<file path="config.mk">
export PLATFORM = sky130hd
export DESIGN_NAME = line_pixel_generator_core
export DESIGN_NICKNAME = d
export VERILOG_FILES = /design/src/hdl/lpg_pkg.sv /design/src/hdl/line_pixel_generator_core.sv /design/src/hdl/lpg_input_stage.sv /design/src/hdl/lpg_engine.sv
export SDC_FILE = /design/constraint.sdc
export NUM_CORES = 1
export LEC_CHECK = 0
export BUFFER_PORTS_ARGS = -buffer_cell sky130_fd_sc_hd__buf_4
export CAP_MARGIN = 0
export CORE_MARGIN = 2
export CORE_UTILIZATION = 54
export DETAILED_ROUTE_END_ITERATION = 16
export HOLD_SLACK_MARGIN = 0.12
export PLACE_DENSITY_LB_ADDON = 0.1
export SYNTH_ARGS = -nofsm -noshare
export SYNTH_HDL_FRONTEND = slang
export SYNTH_SLANG_ARGS = --single-unit
export TNS_END_PERCENT = 20
</file>
<file path="constraint.sdc">
create_clock -name clk -period 9.6 [get_ports clk]
set_input_delay 0.96 -clock clk [delete_from_list [all_inputs] [get_ports clk]]
set_output_delay 0.96 -clock clk [all_outputs]
set_load 0.05 [all_outputs]
</file>
<file path="src/hdl/lpg_pkg.sv">
`timescale 1ns / 1ps

package lpg_pkg;

  // request kinds carried on the input tuser bit
  typedef enum logic {
    REQ_START = 1'b0,
    REQ_STEP  = 1'b1
  } req_kind_t;

  // motion of the minor coordinate per step
  typedef enum logic [1:0] {
    MINOR_HOLD = 2'b00,
    MINOR_INC  = 2'b01,
    MINOR_DEC  = 2'b11
  } minor_dir_t;

  // flags of a registered request
  typedef struct packed {
    logic step;
    logic dx_neg;
    logic dy_neg;
  } lpg_req_t;

  // engine status for the current request
  typedef struct packed {
    logic emit;
    logic last;
    logic active;
  } lpg_status_t;

endpackage

</file>
<file path="src/hdl/line_pixel_generator_core.sv">
`timescale 1ns / 1ps

// Bresenham line pixel generator for all octants. A start word (tuser low)
// carries both endpoints; the block latches the line and returns the first
// endpoint at once. Each step word (tuser high) returns the next pixel of the
// line, with tlast set on the pixel that is the second endpoint; a step word
// while no line is running is consumed and returns nothing, and a start word
// drops any line in progress. The major axis is y only when |dy| > |dx|.
// Each word is held in an input register, where the endpoint deltas are
// formed; the engine then updates its line state in a single pass and the
// pixel is written to the output register, from which it is offered. A new
// word is taken every cycle as long as the output side keeps up. While a
// pixel waits to be taken, one more word can sit in the input register
// before the input stalls.
module line_pixel_generator_core #(
  parameter int COORD_BITS = 11
) (
  input  logic                                  clk,
  input  logic                                  rst,
  input  logic                                  s_axis_tvalid,
  output logic                                  s_axis_tready,
  // start_x, start_y, end_x, end_y from bit 0 up, zero padded to bytes
  input  logic [((4*COORD_BITS+7)/8)*8-1:0]     s_axis_tdata,
  // req_type: 0 start a line, 1 next pixel
  input  logic                                  s_axis_tuser,
  output logic                                  m_axis_tvalid,
  input  logic                                  m_axis_tready,
  // pixel_x, pixel_y from bit 0 up, zero padded to bytes
  output logic [((2*COORD_BITS+7)/8)*8-1:0]     m_axis_tdata,
  // last_pixel
  output logic                                  m_axis_tlast
);
  import lpg_pkg::*;

  localparam int OUT_W = ((2*COORD_BITS+7)/8)*8;

  // input register
  logic                  in_valid;
  lpg_req_t              in_req;
  logic [COORD_BITS-1:0] in_x0;
  logic [COORD_BITS-1:0] in_y0;
  logic [COORD_BITS-1:0] in_adx;
  logic [COORD_BITS-1:0] in_ady;

  // engine results
  logic [COORD_BITS-1:0] eng_x;
  logic [COORD_BITS-1:0] eng_y;
  lpg_status_t           eng_status;

  // output register
  logic [COORD_BITS-1:0] out_x;
  logic [COORD_BITS-1:0] out_y;
  logic                  out_last;

  logic                  load;
  logic                  advance;

  // the engine moves when the output register is empty or being drained
  assign advance       = in_valid && (!m_axis_tvalid || m_axis_tready);
  assign s_axis_tready = !in_valid || advance;
  assign load          = s_axis_tvalid && s_axis_tready;

  lpg_input_stage #(
    .COORD_BITS (COORD_BITS)
  ) u_input (
    .clk      (clk),
    .rst      (rst),
    .load     (load),
    .advance  (advance),
    .req_type (s_axis_tuser),
    .start_x  (s_axis_tdata[COORD_BITS-1:0]),
    .start_y  (s_axis_tdata[2*COORD_BITS-1:COORD_BITS]),
    .end_x    (s_axis_tdata[3*COORD_BITS-1:2*COORD_BITS]),
    .end_y    (s_axis_tdata[4*COORD_BITS-1:3*COORD_BITS]),
    .valid    (in_valid),
    .req      (in_req),
    .x0       (in_x0),
    .y0       (in_y0),
    .adx      (in_adx),
    .ady      (in_ady)
  );

  lpg_engine #(
    .COORD_BITS (COORD_BITS)
  ) u_engine (
    .clk     (clk),
    .rst     (rst),
    .fire    (advance),
    .req     (in_req),
    .x0      (in_x0),
    .y0      (in_y0),
    .adx     (in_adx),
    .ady     (in_ady),
    .pixel_x (eng_x),
    .pixel_y (eng_y),
    .status  (eng_status)
  );

  // result register; a step with no line running leaves it empty
  always_ff @(posedge clk) begin
    if (rst) begin
      m_axis_tvalid <= 1'b0;
    end else if (advance) begin
      m_axis_tvalid <= eng_status.emit;
    end else if (m_axis_tready) begin
      m_axis_tvalid <= 1'b0;
    end
    if (advance) begin
      out_x    <= eng_x;
      out_y    <= eng_y;
      out_last <= eng_status.last;
    end
  end

  assign m_axis_tdata = OUT_W'({out_y, out_x});
  assign m_axis_tlast = out_last;

`ifndef SYNTHESIS
  // a start word always produces its first pixel
  a_start_emits: assert property (@(posedge clk) disable iff (rst)
    (advance && !in_req.step) |=> m_axis_tvalid)
    else $error("start word did not produce a pixel");

  // a step with no line running produces no pixel
  a_idle_step_silent: assert property (@(posedge clk) disable iff (rst)
    (advance && in_req.step && !eng_status.active) |=> !m_axis_tvalid)
    else $error("idle step produced a pixel");

  // the final pixel of a line leaves the engine idle
  a_last_ends_line: assert property (@(posedge clk) disable iff (rst)
    (advance && eng_status.emit && eng_status.last) |=> !eng_status.active)
    else $error("line still active after its last pixel");
`endif

endmodule

</file>
<file path="src/hdl/lpg_input_stage.sv">
`timescale 1ns / 1ps

module lpg_input_stage #(
  parameter int COORD_BITS = 11
) (
  input  logic                  clk,
  input  logic                  rst,
  input  logic                  load,
  input  logic                  advance,
  input  logic                  req_type,
  input  logic [COORD_BITS-1:0] start_x,
  input  logic [COORD_BITS-1:0] start_y,
  input  logic [COORD_BITS-1:0] end_x,
  input  logic [COORD_BITS-1:0] end_y,
  output logic                  valid,
  output lpg_pkg::lpg_req_t     req,
  output logic [COORD_BITS-1:0] x0,
  output logic [COORD_BITS-1:0] y0,
  output logic [COORD_BITS-1:0] adx,
  output logic [COORD_BITS-1:0] ady
);
  import lpg_pkg::*;

  logic [COORD_BITS:0] dx;
  logic [COORD_BITS:0] dy;
  logic [COORD_BITS:0] dx_mag;
  logic [COORD_BITS:0] dy_mag;
  lpg_req_t            req_next;

  // endpoint deltas and their magnitudes, done before the register
  always_comb begin
    dx              = {1'b0, end_x} - {1'b0, start_x};
    dy              = {1'b0, end_y} - {1'b0, start_y};
    dx_mag          = dx[COORD_BITS] ? -dx : dx;
    dy_mag          = dy[COORD_BITS] ? -dy : dy;
    req_next.step   = (req_type == REQ_STEP);
    req_next.dx_neg = dx[COORD_BITS];
    req_next.dy_neg = dy[COORD_BITS];
  end

  always_ff @(posedge clk) begin
    if (rst) begin
      valid <= 1'b0;
    end else if (load) begin
      valid <= 1'b1;
    end else if (advance) begin
      valid <= 1'b0;
    end
    if (load) begin
      req <= req_next;
      x0  <= start_x;
      y0  <= start_y;
      adx <= dx_mag[COORD_BITS-1:0];
      ady <= dy_mag[COORD_BITS-1:0];
    end
  end

endmodule

</file>
<file path="src/hdl/lpg_engine.sv">
`timescale 1ns / 1ps

module lpg_engine #(
  parameter int COORD_BITS = 11
) (
  input  logic                  clk,
  input  logic                  rst,
  input  logic                  fire,
  input  lpg_pkg::lpg_req_t     req,
  input  logic [COORD_BITS-1:0] x0,
  input  logic [COORD_BITS-1:0] y0,
  input  logic [COORD_BITS-1:0] adx,
  input  logic [COORD_BITS-1:0] ady,
  output logic [COORD_BITS-1:0] pixel_x,
  output logic [COORD_BITS-1:0] pixel_y,
  output lpg_pkg::lpg_status_t  status
);
  import lpg_pkg::*;

  localparam int DW = COORD_BITS + 3;

  logic [COORD_BITS-1:0] major_pos,     major_pos_next;
  logic [COORD_BITS-1:0] minor_pos,     minor_pos_next;
  logic [DW-1:0]         decision_term, decision_term_next;
  logic [COORD_BITS-1:0] steps_left,    steps_left_next;
  logic [COORD_BITS-1:0] major_len,     major_len_next;
  logic [COORD_BITS-1:0] minor_len,     minor_len_next;
  logic                  major_dir_neg, major_dir_neg_next;
  minor_dir_t            minor_dir,     minor_dir_next;
  logic                  axes_swapped,  axes_swapped_next;
  logic                  line_active,   line_active_next;

  logic                  swap;
  logic                  min_neg;
  logic [DW-1:0]         min_x2;
  logic [DW-1:0]         maj_x2;
  logic                  term_pos;

  always_comb begin
    major_pos_next     = major_pos;
    minor_pos_next     = minor_pos;
    decision_term_next = decision_term;
    steps_left_next    = steps_left;
    major_len_next     = major_len;
    minor_len_next     = minor_len;
    major_dir_neg_next = major_dir_neg;
    minor_dir_next     = minor_dir;
    axes_swapped_next  = axes_swapped;
    line_active_next   = line_active;
    status.emit        = 1'b0;

    swap     = (ady > adx);
    min_neg  = swap ? req.dx_neg : req.dy_neg;
    min_x2   = {2'b00, minor_len, 1'b0};
    maj_x2   = {2'b00, major_len, 1'b0};
    term_pos = !decision_term[DW-1] && (decision_term != '0);

    if (!req.step) begin
      // new line: pick the major axis and seed the error term
      axes_swapped_next  = swap;
      major_pos_next     = swap ? y0 : x0;
      minor_pos_next     = swap ? x0 : y0;
      major_len_next     = swap ? ady : adx;
      minor_len_next     = swap ? adx : ady;
      major_dir_neg_next = swap ? req.dy_neg : req.dx_neg;
      if (minor_len_next == '0) begin
        minor_dir_next = MINOR_HOLD;
      end else if (min_neg) begin
        minor_dir_next = MINOR_DEC;
      end else begin
        minor_dir_next = MINOR_INC;
      end
      decision_term_next = {2'b00, minor_len_next, 1'b0} - {3'b000, major_len_next};
      steps_left_next    = major_len_next;
      line_active_next   = (major_len_next != '0);
      status.emit        = 1'b1;
    end else if (line_active) begin
      major_pos_next = major_dir_neg ? major_pos - COORD_BITS'(1)
                                     : major_pos + COORD_BITS'(1);
      if (term_pos) begin
        decision_term_next = decision_term - maj_x2 + min_x2;
        case (minor_dir)
          MINOR_INC: minor_pos_next = minor_pos + COORD_BITS'(1);
          MINOR_DEC: minor_pos_next = minor_pos - COORD_BITS'(1);
          default:   minor_pos_next = minor_pos;
        endcase
      end else begin
        decision_term_next = decision_term + min_x2;
      end
      steps_left_next  = steps_left - COORD_BITS'(1);
      line_active_next = (steps_left_next != '0);
      status.emit      = 1'b1;
    end

    status.last   = !line_active_next;
    status.active = line_active;
    pixel_x       = axes_swapped_next ? minor_pos_next : major_pos_next;
    pixel_y       = axes_swapped_next ? major_pos_next : minor_pos_next;
  end

  always_ff @(posedge clk) begin
    if (rst) begin
      major_pos     <= '0;
      minor_pos     <= '0;
      decision_term <= '0;
      steps_left    <= '0;
      major_len     <= '0;
      minor_len     <= '0;
      major_dir_neg <= 1'b0;
      minor_dir     <= MINOR_HOLD;
      axes_swapped  <= 1'b0;
      line_active   <= 1'b0;
    end else if (fire) begin
      major_pos     <= major_pos_next;
      minor_pos     <= minor_pos_next;
      decision_term <= decision_term_next;
      steps_left    <= steps_left_next;
      major_len     <= major_len_next;
      minor_len     <= minor_len_next;
      major_dir_neg <= major_dir_neg_next;
      minor_dir     <= minor_dir_next;
      axes_swapped  <= axes_swapped_next;
      line_active   <= line_active_next;
    end
  end

endmodule

</file>
==> qor.yml <==
status: "completed"
drive_gt1_share_pct: 13.5
met2_length_um: 12300
ys_warn_count: 0
routedWlPerCell_um: 16.9
setup_viol: 0
rows: 52
stdcell_count: 1608
fp.dieH_um: 147
globalplace.congestion: 0.931
ys_top_cells_by_count: "123 x inv_1, 116 x nand2_1, 114 x nor2_1"
cts.htree.levels: 4
hold-worst-slack_ns: 0.478
placed_cell_area_um2: 11800
timing.rr.start: "u_input.adx[5]$_DFFE_PP_"
max_freq_ghz: 0.198
ant_nets: 0
wl_met1_um: 13000
rr_worst_depth: 19
numCtsBuffers: 17
synth-seq-cells: 146
timing.final.crit_share_pct: 52.5
grt_max_degree: 76
finalClockSkew_ns: 0.00721
crit_path_end_kind: "register"
dr_wl_met3_um: 1230
cts_sinks: 146
antenna_found_initial: 0
postCtsHoldBufs: 0
final_util_pct: 61.6
final_hold_viol_count: 0
post_cts_buffers: 0
die_area_um2: 21700
clk_latency_ns: 0.43
port_buffers: 73
vias: 9216
netlist_area_um2: 11100
grt-ovfl-total: 0
yosysTopAreaCell: "edfxtp_1"
synth.avg_cell_area_um2: 8.70
dr.max_layer_used: "met4"
dp_cells: 1576
wirelength_um: 27100
hold_class: "reg -> reg"
die_w_um: 147
cts_tree: "done"
initial_core_util_pct: 55.0
required_ns: 9.93
min_period_ns: 5.04
synth_edf_count: 70
ir_worst_vdd_mv: 0.129
yosys.area.top_type_share_pct: 18.9
fin_ws_ns: 4.56
grt_first_pass_wirelength_um: 43100
area_delta_synth_final_pct: 12.0
num_io_pins: 80
synthTopCellsByArea: "edfxtp_1 19%, dfxtp_1 14%, ha_1 9.9%"
maxSlewHeadroom_pct: 29.6
async_reset_ff_share_pct: 0
reg2reg_slack_ns: 4.56
dp_hpwl_um: 20200
drc: 0
p_per_area_nw_per_um2: 223
cts_root_buf: "clkbuf_16"
pre_cts_slack_ns: 4.66
coreArea_um2: 20200
cts_resized: 0
crit_end: "u_engine.decision_term[12]$_SDFFE_PP0P_"
finalMaxSlewViolations: 0
tightestPinTransition_ns: 1.06
rsz0062_at_grt: "false"
antennaDiodeCount: 0
fin_tns_setup_ns: 0
grtUsageTotal_pct: 25.2
crit_start: "u_input.adx[5]$_DFFE_PP_"
first_pass_iters: 5
crit_type: "reg -> reg"
leakage_nw: 5.18
drv_cap: 0
synth_ff_type: "dfxtp_1"
cts_buffer_depth: 2
total_power_mw: 2.77
synth_cell_types: 83
fillers: 1873
critical_path.max_fanout: 65
timing.rr.end: "u_engine.decision_term[12]$_SDFFE_PP0P_"
grt_pass1_vias: 8320
via_per_inst: 5.73
netlist_instances: 1275
seq_area_frac_synth_pct: 32.7
yosysMostFrequentCell: "inv_1"
cts.reportedPaths.clkPinSlew_ns: 0.06
nets: 1484
crit_arrival_ns: 5.37
drt_iter0_markers: 603
post-route-cell-area_um2: 12400
cp-start-kind: "register"
metal layers:
| layer | vias to the layer above | track usage, % |
|---|---|---|
| met1 | 4306 | 36.3 |
| met5 | - | 0 |
| met3 | 34 | 3.48 |
| li1 | 4640 | - |
| met4 | 0 | 7.55 |
| met2 | 236 | 39.5 |
how the worst min path moves through the flow:
stage / startpoint / endpoint / slack (ns) / cells past startpoint
6_report: u_engine.minor_pos[2]$_SDFFE_PP0P_ / u_engine.minor_pos[2]$_SDFFE_PP0P_ / 0.48 / 2
3_3_place_gp: u_engine.decision_term[0]$_SDFFE_PP0P_ / u_engine.decision_term[0]$_SDFFE_PP0P_ / 0.45 / 2
3_5_place_dp: u_engine.steps_left[1]$_SDFFE_PP0P_ / u_engine.steps_left[1]$_SDFFE_PP0P_ / 0.47 / 2
5_1_grt: u_engine.minor_pos[4]$_SDFFE_PP0P_ / u_engine.minor_pos[4]$_SDFFE_PP0P_ / 0.50 / 2
2_1_floorplan: u_engine.decision_term[0]$_SDFFE_PP0P_ / u_engine.decision_term[0]$_SDFFE_PP0P_ / 0.44 / 2
4_1_cts: u_engine.steps_left[1]$_SDFFE_PP0P_ / u_engine.steps_left[1]$_SDFFE_PP0P_ / 0.48 / 2
kinds of logic (layout without fill, tap and decap cells):
kind of cell    count (synthesis)  after routing  synth area share (%)
simple gates                  384            384                  16.4
compound gates                323            323                  19.3
buf+inv                       179            241                  6.53
flops                         146            146                  32.7
fa+ha+maj                     106            106                  13.2
mux                            69             69                  6.63
xor+xnor                       67             67                  5.29
other cells                     1              2                0.0338
placed cells by master (no fill, tap or decap), types with 18 or more instances in the layout:
cell type and n:
o21ai_0 47, edfxtp_1 70, nand2_1 116, inv_1 123, nor3_1 38, o21ai_1 19, ha_1 88, mux2i_1 38
dfxtp_1 76, buf_4 84, a211oi_1 43, xor2_1 21, mux2_2 29, xnor2_1 46, nor2_1 113, nor2b_1 23
a21oi_1 99, fa_1 18
state kept, by name, indices dropped and copies added (netlist names):
| register | cells |
|---|---|
| u_engine.minor_pos | 11 |
| u_input.y0 | 11 |
| u_engine.major_dir_neg | 1 |
| u_input.ady | 11 |
| u_input.x0 | 11 |
| out_x | 11 |
| m_axis_tlast | 1 |
| u_engine.minor_dir | 2 |
| u_engine.minor_len | 11 |
| m_axis_tvalid | 1 |
| u_input.req | 3 |
| u_engine.decision_term | 14 |
| u_engine.major_pos | 11 |
| u_engine.axes_swapped | 1 |
| u_engine.major_len | 11 |
| u_engine.steps_left | 11 |
| u_input.adx | 11 |
| u_engine.line_active | 1 |
| u_input.valid | 1 |
| out_y | 11 |
report_power, final:
part / total [mW] / leakage [nW] / internal (mW) / switching [mW]
Sequential: 0.786 / 1.30 / 0.734 / 0.0524
Clock: 0.681 / 0.286 / 0.391 / 0.290
Combinational: 1.30 / 3.60 / 0.526 / 0.774
Total: 2.77 / 5.18 / 1.65 / 1.12
area by class of cell:
class,count,area [um^2],area share [%]
timing repair buffer,84,631,5.08
clock inverter,15,171,1.38
multi-input combinational,951,6770,54.5
clock buffer,17,425,3.42
sequential,146,3620,29.2
inverter,125,469,3.78
tap,270,338,2.72
worst max-delay path, cell delays in order, from the launching register on:
cell and delay (ns):
edfxtp_1 0.44, inv_1 0.09, ha_1 0.31, o21ai_0 0.09
o21bai_1 0.31, o21ai_2 0.12, a21oi_4 0.14, buf_4 0.60
nor2_1 0.08, a21oi_1 0.40, ha_1 0.35, nor2b_1 0.16
o21ai_1 0.17, a21boi_1 0.11, o21ai_1 0.19, a21oi_1 0.14
a221o_1 0.38, a2111oi_4 0.46, a211oi_1 0.10, a221oi_2 0.28
(Power assumes the default switching activity.)
